<file path="src/sv/hamming_product_block_decoder_assert.svh">
// Assertion macros for the product block decoder
`ifndef HAMMING_PRODUCT_BLOCK_DECODER_ASSERT_SVH
`define HAMMING_PRODUCT_BLOCK_DECODER_ASSERT_SVH

// same-cycle implication
`define HPBD_ASSERT_NOW(lbl, clk, rst, ante, cons, msg) \
  lbl: assert property (@(posedge clk) disable iff (rst) (ante) |-> (cons)) else $error(msg);

// next-cycle implication
`define HPBD_ASSERT_NEXT(lbl, clk, rst, ante, cons, msg) \
  lbl: assert property (@(posedge clk) disable iff (rst) (ante) |=> (cons)) else $error(msg);

`endif

</file>
<file path="src/sv/hpbd_pkg.sv">
`default_nettype none

package hpbd_pkg;

  localparam int unsigned COLS      = 8;
  localparam int unsigned ROWS      = 5;
  localparam int unsigned DATA_ROWS = 4;
  localparam int unsigned DATA_COLS = 4;
  localparam int unsigned BLOCK_W   = COLS * ROWS;
  localparam int unsigned DATA_W    = DATA_COLS * DATA_ROWS;
  localparam int unsigned SYN_W     = 3;
  localparam int unsigned COUNT_W   = 3;

  typedef logic [COLS-1:0] row_t;

  // single-bit flip mask, indexed by {s2, s1, s0}
  localparam row_t SYN_FLIP [2**SYN_W] = '{
    8'h00, 8'h40, 8'h20, 8'h04, 8'h10, 8'h02, 8'h01, 8'h08
  };

  typedef struct packed {
    logic [BLOCK_W-1:0] corrected_block;
    logic [DATA_W-1:0]  decoded_data;
    row_t               column_syndrome;
    logic [COUNT_W-1:0] flagged_rows;
  } result_t;

  function automatic logic [SYN_W-1:0] row_syndrome(input row_t m);
    logic s2, s1, s0;
    s2 = m[0] ^ m[1] ^ m[3] ^ m[4];
    s1 = m[0] ^ m[2] ^ m[3] ^ m[5];
    s0 = m[1] ^ m[2] ^ m[3] ^ m[6];
    return {s2, s1, s0};
  endfunction

endpackage

`default_nettype wire

</file>
<file path="src/sv/hamming_product_block_decoder.sv">
// Throughput: one block per cycle unless a low result_ready holds the output stalled.
// Path: input register, decode logic, result register.
// Ready propagates combinationally back through both register stages.
// Reset (rst, synchronous, active high) empties both stages; data registers are not reset.
`default_nettype none

module hamming_product_block_decoder (
  input  wire logic                             clk,
  input  wire logic                             rst,
  input  wire logic                             block_valid,
  output logic                                  block_ready,
  input  wire logic [hpbd_pkg::BLOCK_W-1:0]     received_block,
  output logic                                  result_valid,
  input  wire logic                             result_ready,
  output logic [hpbd_pkg::BLOCK_W-1:0]          corrected_block,
  output logic [hpbd_pkg::DATA_W-1:0]           decoded_data,
  output logic [hpbd_pkg::COLS-1:0]             column_syndrome,
  output logic [hpbd_pkg::COUNT_W-1:0]          flagged_rows
);

`include "hamming_product_block_decoder_assert.svh"

  logic                          stage_valid;
  logic [hpbd_pkg::BLOCK_W-1:0]  stage_block;
  hpbd_pkg::result_t             decoded;
  hpbd_pkg::result_t             result;
  logic                          result_load;

  assign result_load = !result_valid || result_ready;
  assign block_ready = !stage_valid || result_load;

  always_ff @(posedge clk) begin
    if (rst) begin
      stage_valid <= 1'b0;
    end else if (block_ready) begin
      stage_valid <= block_valid;
    end
  end

  always_ff @(posedge clk) begin
    if (block_valid && block_ready) begin
      stage_block <= received_block;
    end
  end

  hpbd_decode u_decode (
    .block  (stage_block),
    .result (decoded)
  );

  always_ff @(posedge clk) begin
    if (rst) begin
      result_valid <= 1'b0;
    end else if (result_load) begin
      result_valid <= stage_valid;
    end
  end

  always_ff @(posedge clk) begin
    if (stage_valid && result_load) begin
      result <= decoded;
    end
  end

  assign corrected_block = result.corrected_block;
  assign decoded_data    = result.decoded_data;
  assign column_syndrome = result.column_syndrome;
  assign flagged_rows    = result.flagged_rows;

  `HPBD_ASSERT_NEXT(a_stage_hold, clk, rst, stage_valid && !result_load, stage_valid && $stable(stage_block), "stalled input stage lost or changed its block")
  `HPBD_ASSERT_NEXT(a_stage_moves, clk, rst, stage_valid && result_load, result_valid, "block left the input stage without reaching the result register")
  `HPBD_ASSERT_NOW(a_count_range, clk, rst, result_valid, flagged_rows <= 3'd5, "flagged row count out of range")
  `HPBD_ASSERT_NOW(a_data_match, clk, rst, result_valid, decoded_data == {corrected_block[27:24], corrected_block[19:16], corrected_block[11:8], corrected_block[3:0]}, "decoded data disagrees with corrected block")

endmodule

`default_nettype wire

</file>
<file path="src/sv/hpbd_decode.sv">
`default_nettype none

module hpbd_decode (
  input  wire logic [hpbd_pkg::BLOCK_W-1:0] block,
  output hpbd_pkg::result_t                 result
);

  hpbd_pkg::row_t                     rows     [hpbd_pkg::ROWS];
  logic [hpbd_pkg::SYN_W-1:0]         syn      [hpbd_pkg::ROWS];
  logic                               par      [hpbd_pkg::ROWS];
  hpbd_pkg::row_t                     colsyn;
  logic [hpbd_pkg::COUNT_W-1:0]       count;
  hpbd_pkg::row_t                     fixed    [hpbd_pkg::DATA_ROWS];

  always_comb begin
    colsyn = '0;
    count  = '0;
    for (int r = 0; r < hpbd_pkg::ROWS; r++) begin
      rows[r] = block[r*hpbd_pkg::COLS +: hpbd_pkg::COLS];
      syn[r]  = hpbd_pkg::row_syndrome(rows[r]);
      par[r]  = ^rows[r];
      colsyn  = colsyn ^ rows[r];
      count   = count + hpbd_pkg::COUNT_W'(syn[r] != '0 || par[r]);
    end
  end

  always_comb begin
    for (int r = 0; r < hpbd_pkg::DATA_ROWS; r++) begin
      if (syn[r] != '0) begin
        if (count == hpbd_pkg::COUNT_W'(1) || !par[r]) begin
          fixed[r] = rows[r] ^ colsyn;
        end else begin
          fixed[r] = rows[r] ^ hpbd_pkg::SYN_FLIP[syn[r]];
        end
      end else if (par[r]) begin
        fixed[r] = rows[r] ^ colsyn;
      end else begin
        fixed[r] = rows[r];
      end
    end
  end

  always_comb begin
    for (int r = 0; r < hpbd_pkg::DATA_ROWS; r++) begin
      result.corrected_block[r*hpbd_pkg::COLS +: hpbd_pkg::COLS] = fixed[r];
      result.decoded_data[r*hpbd_pkg::DATA_COLS +: hpbd_pkg::DATA_COLS] =
        fixed[r][hpbd_pkg::DATA_COLS-1:0];
    end
    // parity row passes through
    result.corrected_block[hpbd_pkg::DATA_ROWS*hpbd_pkg::COLS +: hpbd_pkg::COLS] =
      rows[hpbd_pkg::DATA_ROWS];
    result.column_syndrome = colsyn;
    result.flagged_rows    = count;
  end

endmodule

`default_nettype wire

</file>
<file path="config.mk">
export PLATFORM = sky130hd
export DESIGN_NAME = hamming_product_block_decoder
export DESIGN_NICKNAME = d
export VERILOG_FILES = /design/src/sv/hpbd_pkg.sv /design/src/sv/hamming_product_block_decoder.sv /design/src/sv/hpbd_decode.sv
export VERILOG_INCLUDE_DIRS = /design/src /design/src/sv
export SDC_FILE = /design/constraint.sdc
export NUM_CORES = 1
export LEC_CHECK = 0
export BUFFER_PORTS_ARGS = -buffer_cell sky130_fd_sc_hd__buf_2
export CELL_PAD_IN_SITES_DETAIL_PLACEMENT = 1
export CELL_PAD_IN_SITES_GLOBAL_PLACEMENT = 1
export CORE_ASPECT_RATIO = 0.5
export CORE_MARGIN = 4
export CORE_UTILIZATION = 44
export CTS_CLUSTER_DIAMETER = 50
export DETAILED_ROUTE_END_ITERATION = 7
export GPL_ROUTABILITY_DRIVEN = 1
export MAX_ROUTING_LAYER = met4
export PLACE_DENSITY_LB_ADDON = 0.3
export RECOVER_POWER = 50
export SYNTH_ARGS = -nofsm -noshare
export SYNTH_HDL_FRONTEND = slang
export SYNTH_SLANG_ARGS = --single-unit
</file>
<file path="constraint.sdc">
create_clock -name clk -period 5.1 [get_ports clk]
set_input_delay 0.51 -clock clk [delete_from_list [all_inputs] [get_ports clk]]
set_output_delay 0.51 -clock clk [all_outputs]
set_load 0.01 [all_outputs]
</file>
**Word-level counts from Yosys, hierarchy flattened**

Memory sizes are Yosys's and may differ from the RTL's.
Cells that the tools add are included.

- Register bits after elaboration: 109
- Memory bits (read-only): 256
- Output and inout bits: 69
- Memories kept: 4

Memory list:

| name | depth | bits a word | read ports | clocked after memory_dff | wr ports | line | RTL |
|---|---|---|---|---|---|---|---|
| (name not given) | 8 | 8 | 1 | 0 | 0 | hpbd_decode.sv:33 | `fixed[r] = rows[r] ^ hpbd_pkg::SYN_FLIP[syn[r]];` |
| (name not given) | 8 | 8 | 1 | 0 | 0 | hpbd_decode.sv:33 |  |
| (name not given) | 8 | 8 | 1 | 0 | 0 | hpbd_decode.sv:33 |  |
| (name not given) | 8 | 8 | 1 | 0 | 0 | hpbd_decode.sv:33 |  |

- Add/sub/neg operators: 4
- $lt $le $gt $ge: 4
- Equal/unequal tests: 1
- Mux-type cells: 20
- Bitwise logic cells: 61
- Reduce and logical (&&, ||, !) cells: 29

Operator list:

| kind | count |
|---|---|
| two-way mux 8 bit | 20 |
| XOR 8 bit | 12 |
| XOR 1 bit | 45 |
| XOR reduction 8 bit | 5 |
| greater-or-equal comparator 4 bit (second input constant) | 4 |
| inverter 3 -> 4 bit | 4 |
| nonzero test 3 bit | 5 |
| logical OR 1 bit | 11 |
| adder 3 x 1 -> 3 bit | 3 |
| logical NOT 1 bit | 6 |
| == test 3 x 1 -> 1 bit (second input constant) | 1 |
| adder 1 x 1 -> 2 bit | 1 |
| logical AND 1 bit | 2 |

**Longest topological paths before layout**

- Word-level depth: 13
- Depth in mapped cells: 20
- Gate-level depth less buffers: 18

**By module**

Synthesis repeated with hierarchy kept, for this count alone.

- Cell total of the unflattened synthesis: 574
- Area, all modules: 6643.9 µm²

By module, submodules not included:

| module | times used | cells an instance | area each (µm²) | seq. area each (µm²) |
|---|---|---|---|---|
| hpbd_decode | 1 | 457 | 3326.9 | 0.0 |
| hamming_product_block_decoder | 1 | 117 | 3316.9 | 3253.1 |

**Worst setup path before layout**

Ideal clock, no wire load.

- Path type: register to register
- Start point: register stage_block[3] in the netlist's numbering
- End point: register result (netlist bit corrected_block[16]), data pin
- Library setup time: 158 ps
- Data arrival time: 4465 ps
- Required time: 4942 ps
- Path slack: 477 ps
- Cell stages (with the launch flop): 21
- Path buffers: 3
- Period minus slack after synthesis: 4623 ps
- Cells stage by stage: edfxtp_1 > buf_2 > xnor2_1 > xor2_1 > o21ai_2 > nor2_2 > inv_1 > ha_1 > inv_1 > fa_1 > inv_1 > ha_1 > inv_1 > fa_1 > and3_1 > clkbuf_1 > clkbuf_1 > nor2_1 > a31oi_1 > o2111ai_1 > o211ai_1

RTL lines:

| item | line | RTL |
|---|---|---|
| start, declared | hamming_product_block_decoder.sv:24 | `logic [hpbd_pkg::BLOCK_W-1:0] stage_block;` |
| start signal, assigned | hamming_product_block_decoder.sv:42 | `stage_block <= received_block;` |
| end signal, assigned | hamming_product_block_decoder.sv:61 | `result <= decoded;` |
| end, declared | hamming_product_block_decoder.sv:26 | `hpbd_pkg::result_t result;` |

==> results.py <==
metrics = {
    "place": {
        "hpwl_um": 15500,
        "place_congestion": 0.924,
        "dp.cells": 927,
        "pre_cts_ws_ns": -0.0320,
        "place_area_um2": 7300,
        "io_buffers": 112,
    },
    "logic_synthesis": {
        "synthArstFlopShare_pct": 0,
        "yosys-top-cells-area": "edfxtp_1 42%, xnor2_1 11%, xor2_1 5.1%",
        "synth_common_cells": "91 x edfxtp_1, 80 x xnor2_1, 44 x nand2_1",
        "ys.flop_type": "edfxtp_1",
        "synth_edf_count": 91,
        "yosysWarningCount": 0,
        "ys_types": 68,
        "syn_nets": 688,
        "synthCells": 640,
        "yosysMostFrequentCell": "edfxtp_1",
        "yosysTopAreaCell": "edfxtp_1",
        "syn_avg_cell_area_um2": 10.2,
        "netlist_area_um2": 6560,
        "ys_seq_area_share_pct": 42.3,
        "synth.top_cell.area_share_pct": 41.7,
        "yosys_register_bits": 93,
    },
    "power_and_ir_drop": {
        "vdd.ir_drop.worst_v": 0.000164,
        "power.density_nw_per_um2": 397,
        "leakagePower_nw": 2.80,
    },
    "sta": {
        "timing.fmax_ghz": 0.206,
        "fin_crit_ns": 4.86,
        "final-max-slew-violation-count": 0,
        "slew_headroom_pct": 32.9,
        "fin_crit_sh_pct": 95.4,
        "clock_skew_ns": 0.00882,
        "worst_pin_slew_ns": 1.01,
        "finalHoldViolCount": 0,
        "fin_ws_ns": 0.235,
        "setup_viol": 0,
    },
    "route": {
        "wl_um": 20700,
        "drc": 0,
        "drt_pass1_iterations": 4,
        "viasPerCell": 5.84,
        "wire_per_inst_um": 21.8,
        "drtIter0Drc": 459,
        "vias": 5540,
        "final_antenna_net_count": 0,
    },
    "die": {
        "floorplan.io_pins": 113,
        "die_w_um": 181,
        "die_h_um": 94.3,
        "initial_core_util_pct": 45.2,
        "die-area_um2": 17000,
        "fp-row-count": 31,
        "core_area_um2": 14500,
    },
    "clocking": {
        "root_buffer": "clkbuf_16",
        "h-tree-depth": 3,
        "cts_tree": "built",
        "insertion_delay_ns": 0.35,
        "clockBufferDepth": 2,
        "cts_buffers": 9,
        "ctsHoldBuffers": 0,
        "cts_sinks": 93,
        "clkSlewWorstSetupHoldPaths_ns": 0.07,
    },
    "setup_path": {
        "slowest_stage": "edfxtp_1",
        "required_ns": 5.16,
        "critPathKind": "flip-flop to flip-flop",
        "end_kind": "flip-flop",
        "r2r-start": "stage_block[9]",
        "cp-start-kind": "flip-flop",
        "crit_chain": "xnor3_2, xnor2_2, a21o_1, nor2_4, inv_1, ha_1, inv_1, fa_1, inv_1, ha_1, inv_1, fa_1, and3_4, buf_4, nor2_1, nand3_1, o2111ai_1, o211ai_1",
        "critPathMaxStageDelay_ns": 0.53,
        "worst_ep_arrival_time_ns": 4.92,
        "cp_common_cell": "inv_1",
        "crit_fanout": 9,
        "critPathLaunch": "stage_block[9]",
    },
    "global_route": {
        "grt_pass1_vias": 5590,
        "antenna_found_initial": 1,
        "grt_pass1_wl_um": 31900,
        "grt_usage_pct": 24.8,
        "grt_max_degree": 46,
        "grt_overflow_total": 0,
    },
    "run_status": {
        "run_status": "complete, no violations",
    },
    "final_layout": {
        "fin_util_pct": 52.7,
        "fin_area_um2": 7650,
        "finalNetCount": 793,
        "drive_gt1_share_pct": 16.8,
        "fin_cells": 949,
        "area_growth_pct": 16.7,
    },
    "worst_hold_path": {
        "min-delay-start": "rst",
        "hold_class": "input port to flip-flop",
    },
    "flow_run": {
        "maxCapViolCount": 0,
    },
}
[state kept, by name, indices dropped and copies added (netlist names)]
signal	cells
column_syndrome	8
corrected_block	40
flagged_rows	3
result_valid	1
stage_block	40
stage_valid	1
[kinds of logic after synthesis]
family | after synthesis | synth area share [%]
and+or+nand+nor | 184 | 13.4
AOI/OAI and AO/OA | 145 | 14.8
xor gates and xnor gates | 136 | 21.7
DFF | 93 | 42.3
buffers and inverters | 72 | 5.86
muxes | 6 | 0.954
adders and majority gates | 4 | 0.993
[path summary, 6_finish.rpt]
| kind | end | slack [ns] | cells past startpoint |
|---|---|---|---|
| worst max register to register | corrected_block[16] | 0.24 | 18 |
| worst min-delay path | stage_valid | 0.32 | 2 |
| worst min register to register | result_valid | 0.52 | 2 |
| worst max-delay path | corrected_block[16] | 0.24 | 18 |
[power by group]
| part | total [mW] | internal, mW | leakage, nW | switching [mW] |
|---|---|---|---|---|
| clock network | 0.760 | 0.458 | 0.166 | 0.302 |
| registers | 1.03 | 0.969 | 0.883 | 0.0611 |
| logic | 1.25 | 0.478 | 1.75 | 0.770 |
| total | 3.04 | 1.90 | 2.80 | 1.13 |
[metrics by stage]
step                total power, mW  hold WS (ns)   TNS, ns
finish                         3.04         0.322         0
global route                   3.19         0.315  -0.00519
CTS                            3.02         0.316         0
detailed placement             2.25         0.519   -0.0327
global placement               2.20         0.513         0
floorplan                      1.88         0.424         0
[placed cells by master, fill, tap and decap left out, types with 9 or more instances in the layout]
cell / count
o211ai_1: 10
nand3_1: 32
buf_4: 38
inv_1: 14
clkbuf_1: 70
o21ai_0: 22
nor3_1: 26
clkbuf_16: 9
a21oi_1: 42
nor2_1: 39
xor2_1: 37
buf_2: 44
edfxtp_1: 91
nand2_1: 44
xnor2_1: 77
[area by class of cell]
class / count / area (um^2)
Clock buffer: 11 / 253
Clock inverter: 5 / 82.6
Fill cell: 1664 / 6860
Tap cell: 198 / 248
Multi-Input combinational cell: 475 / 3470
Sequential cell: 93 / 2770
Timing Repair Buffer: 152 / 768
Antenna cell: 1 / 2.50
Inverter: 14 / 52.6
[routing by layer]
layer | vias up | routed length [um] | global-route usage (%) | part of all wire (%)
met2 | 234 | 9440 | 39.2 | 46
met1 | 2756 | 9260 | 33.7 | 45
met3 | 31 | 1610 | 4.95 | 7.8
met4 | 0 | 380 | 5.60 | 1.8
li1 | 2519 | - | - | -
met5 | - | 0 | - | 0
[repair_timing]
action / CTS / global route
setup buffers: 2 / 3
setup endpoints to repair: 5 / 31
gates resized for setup: 2 / 10
[critical path, delay by kind of cell (launching register included)]
family | cells | cell delay [ns]
fa+ha+maj | 4 | 1.38
simple gates | 4 | 0.84
xor+xnor | 2 | 0.71
compound gates | 3 | 0.60
flops | 1 | 0.53
buf+inv | 5 | 0.49
Note: power is estimated with default switching activity, not from simulation.
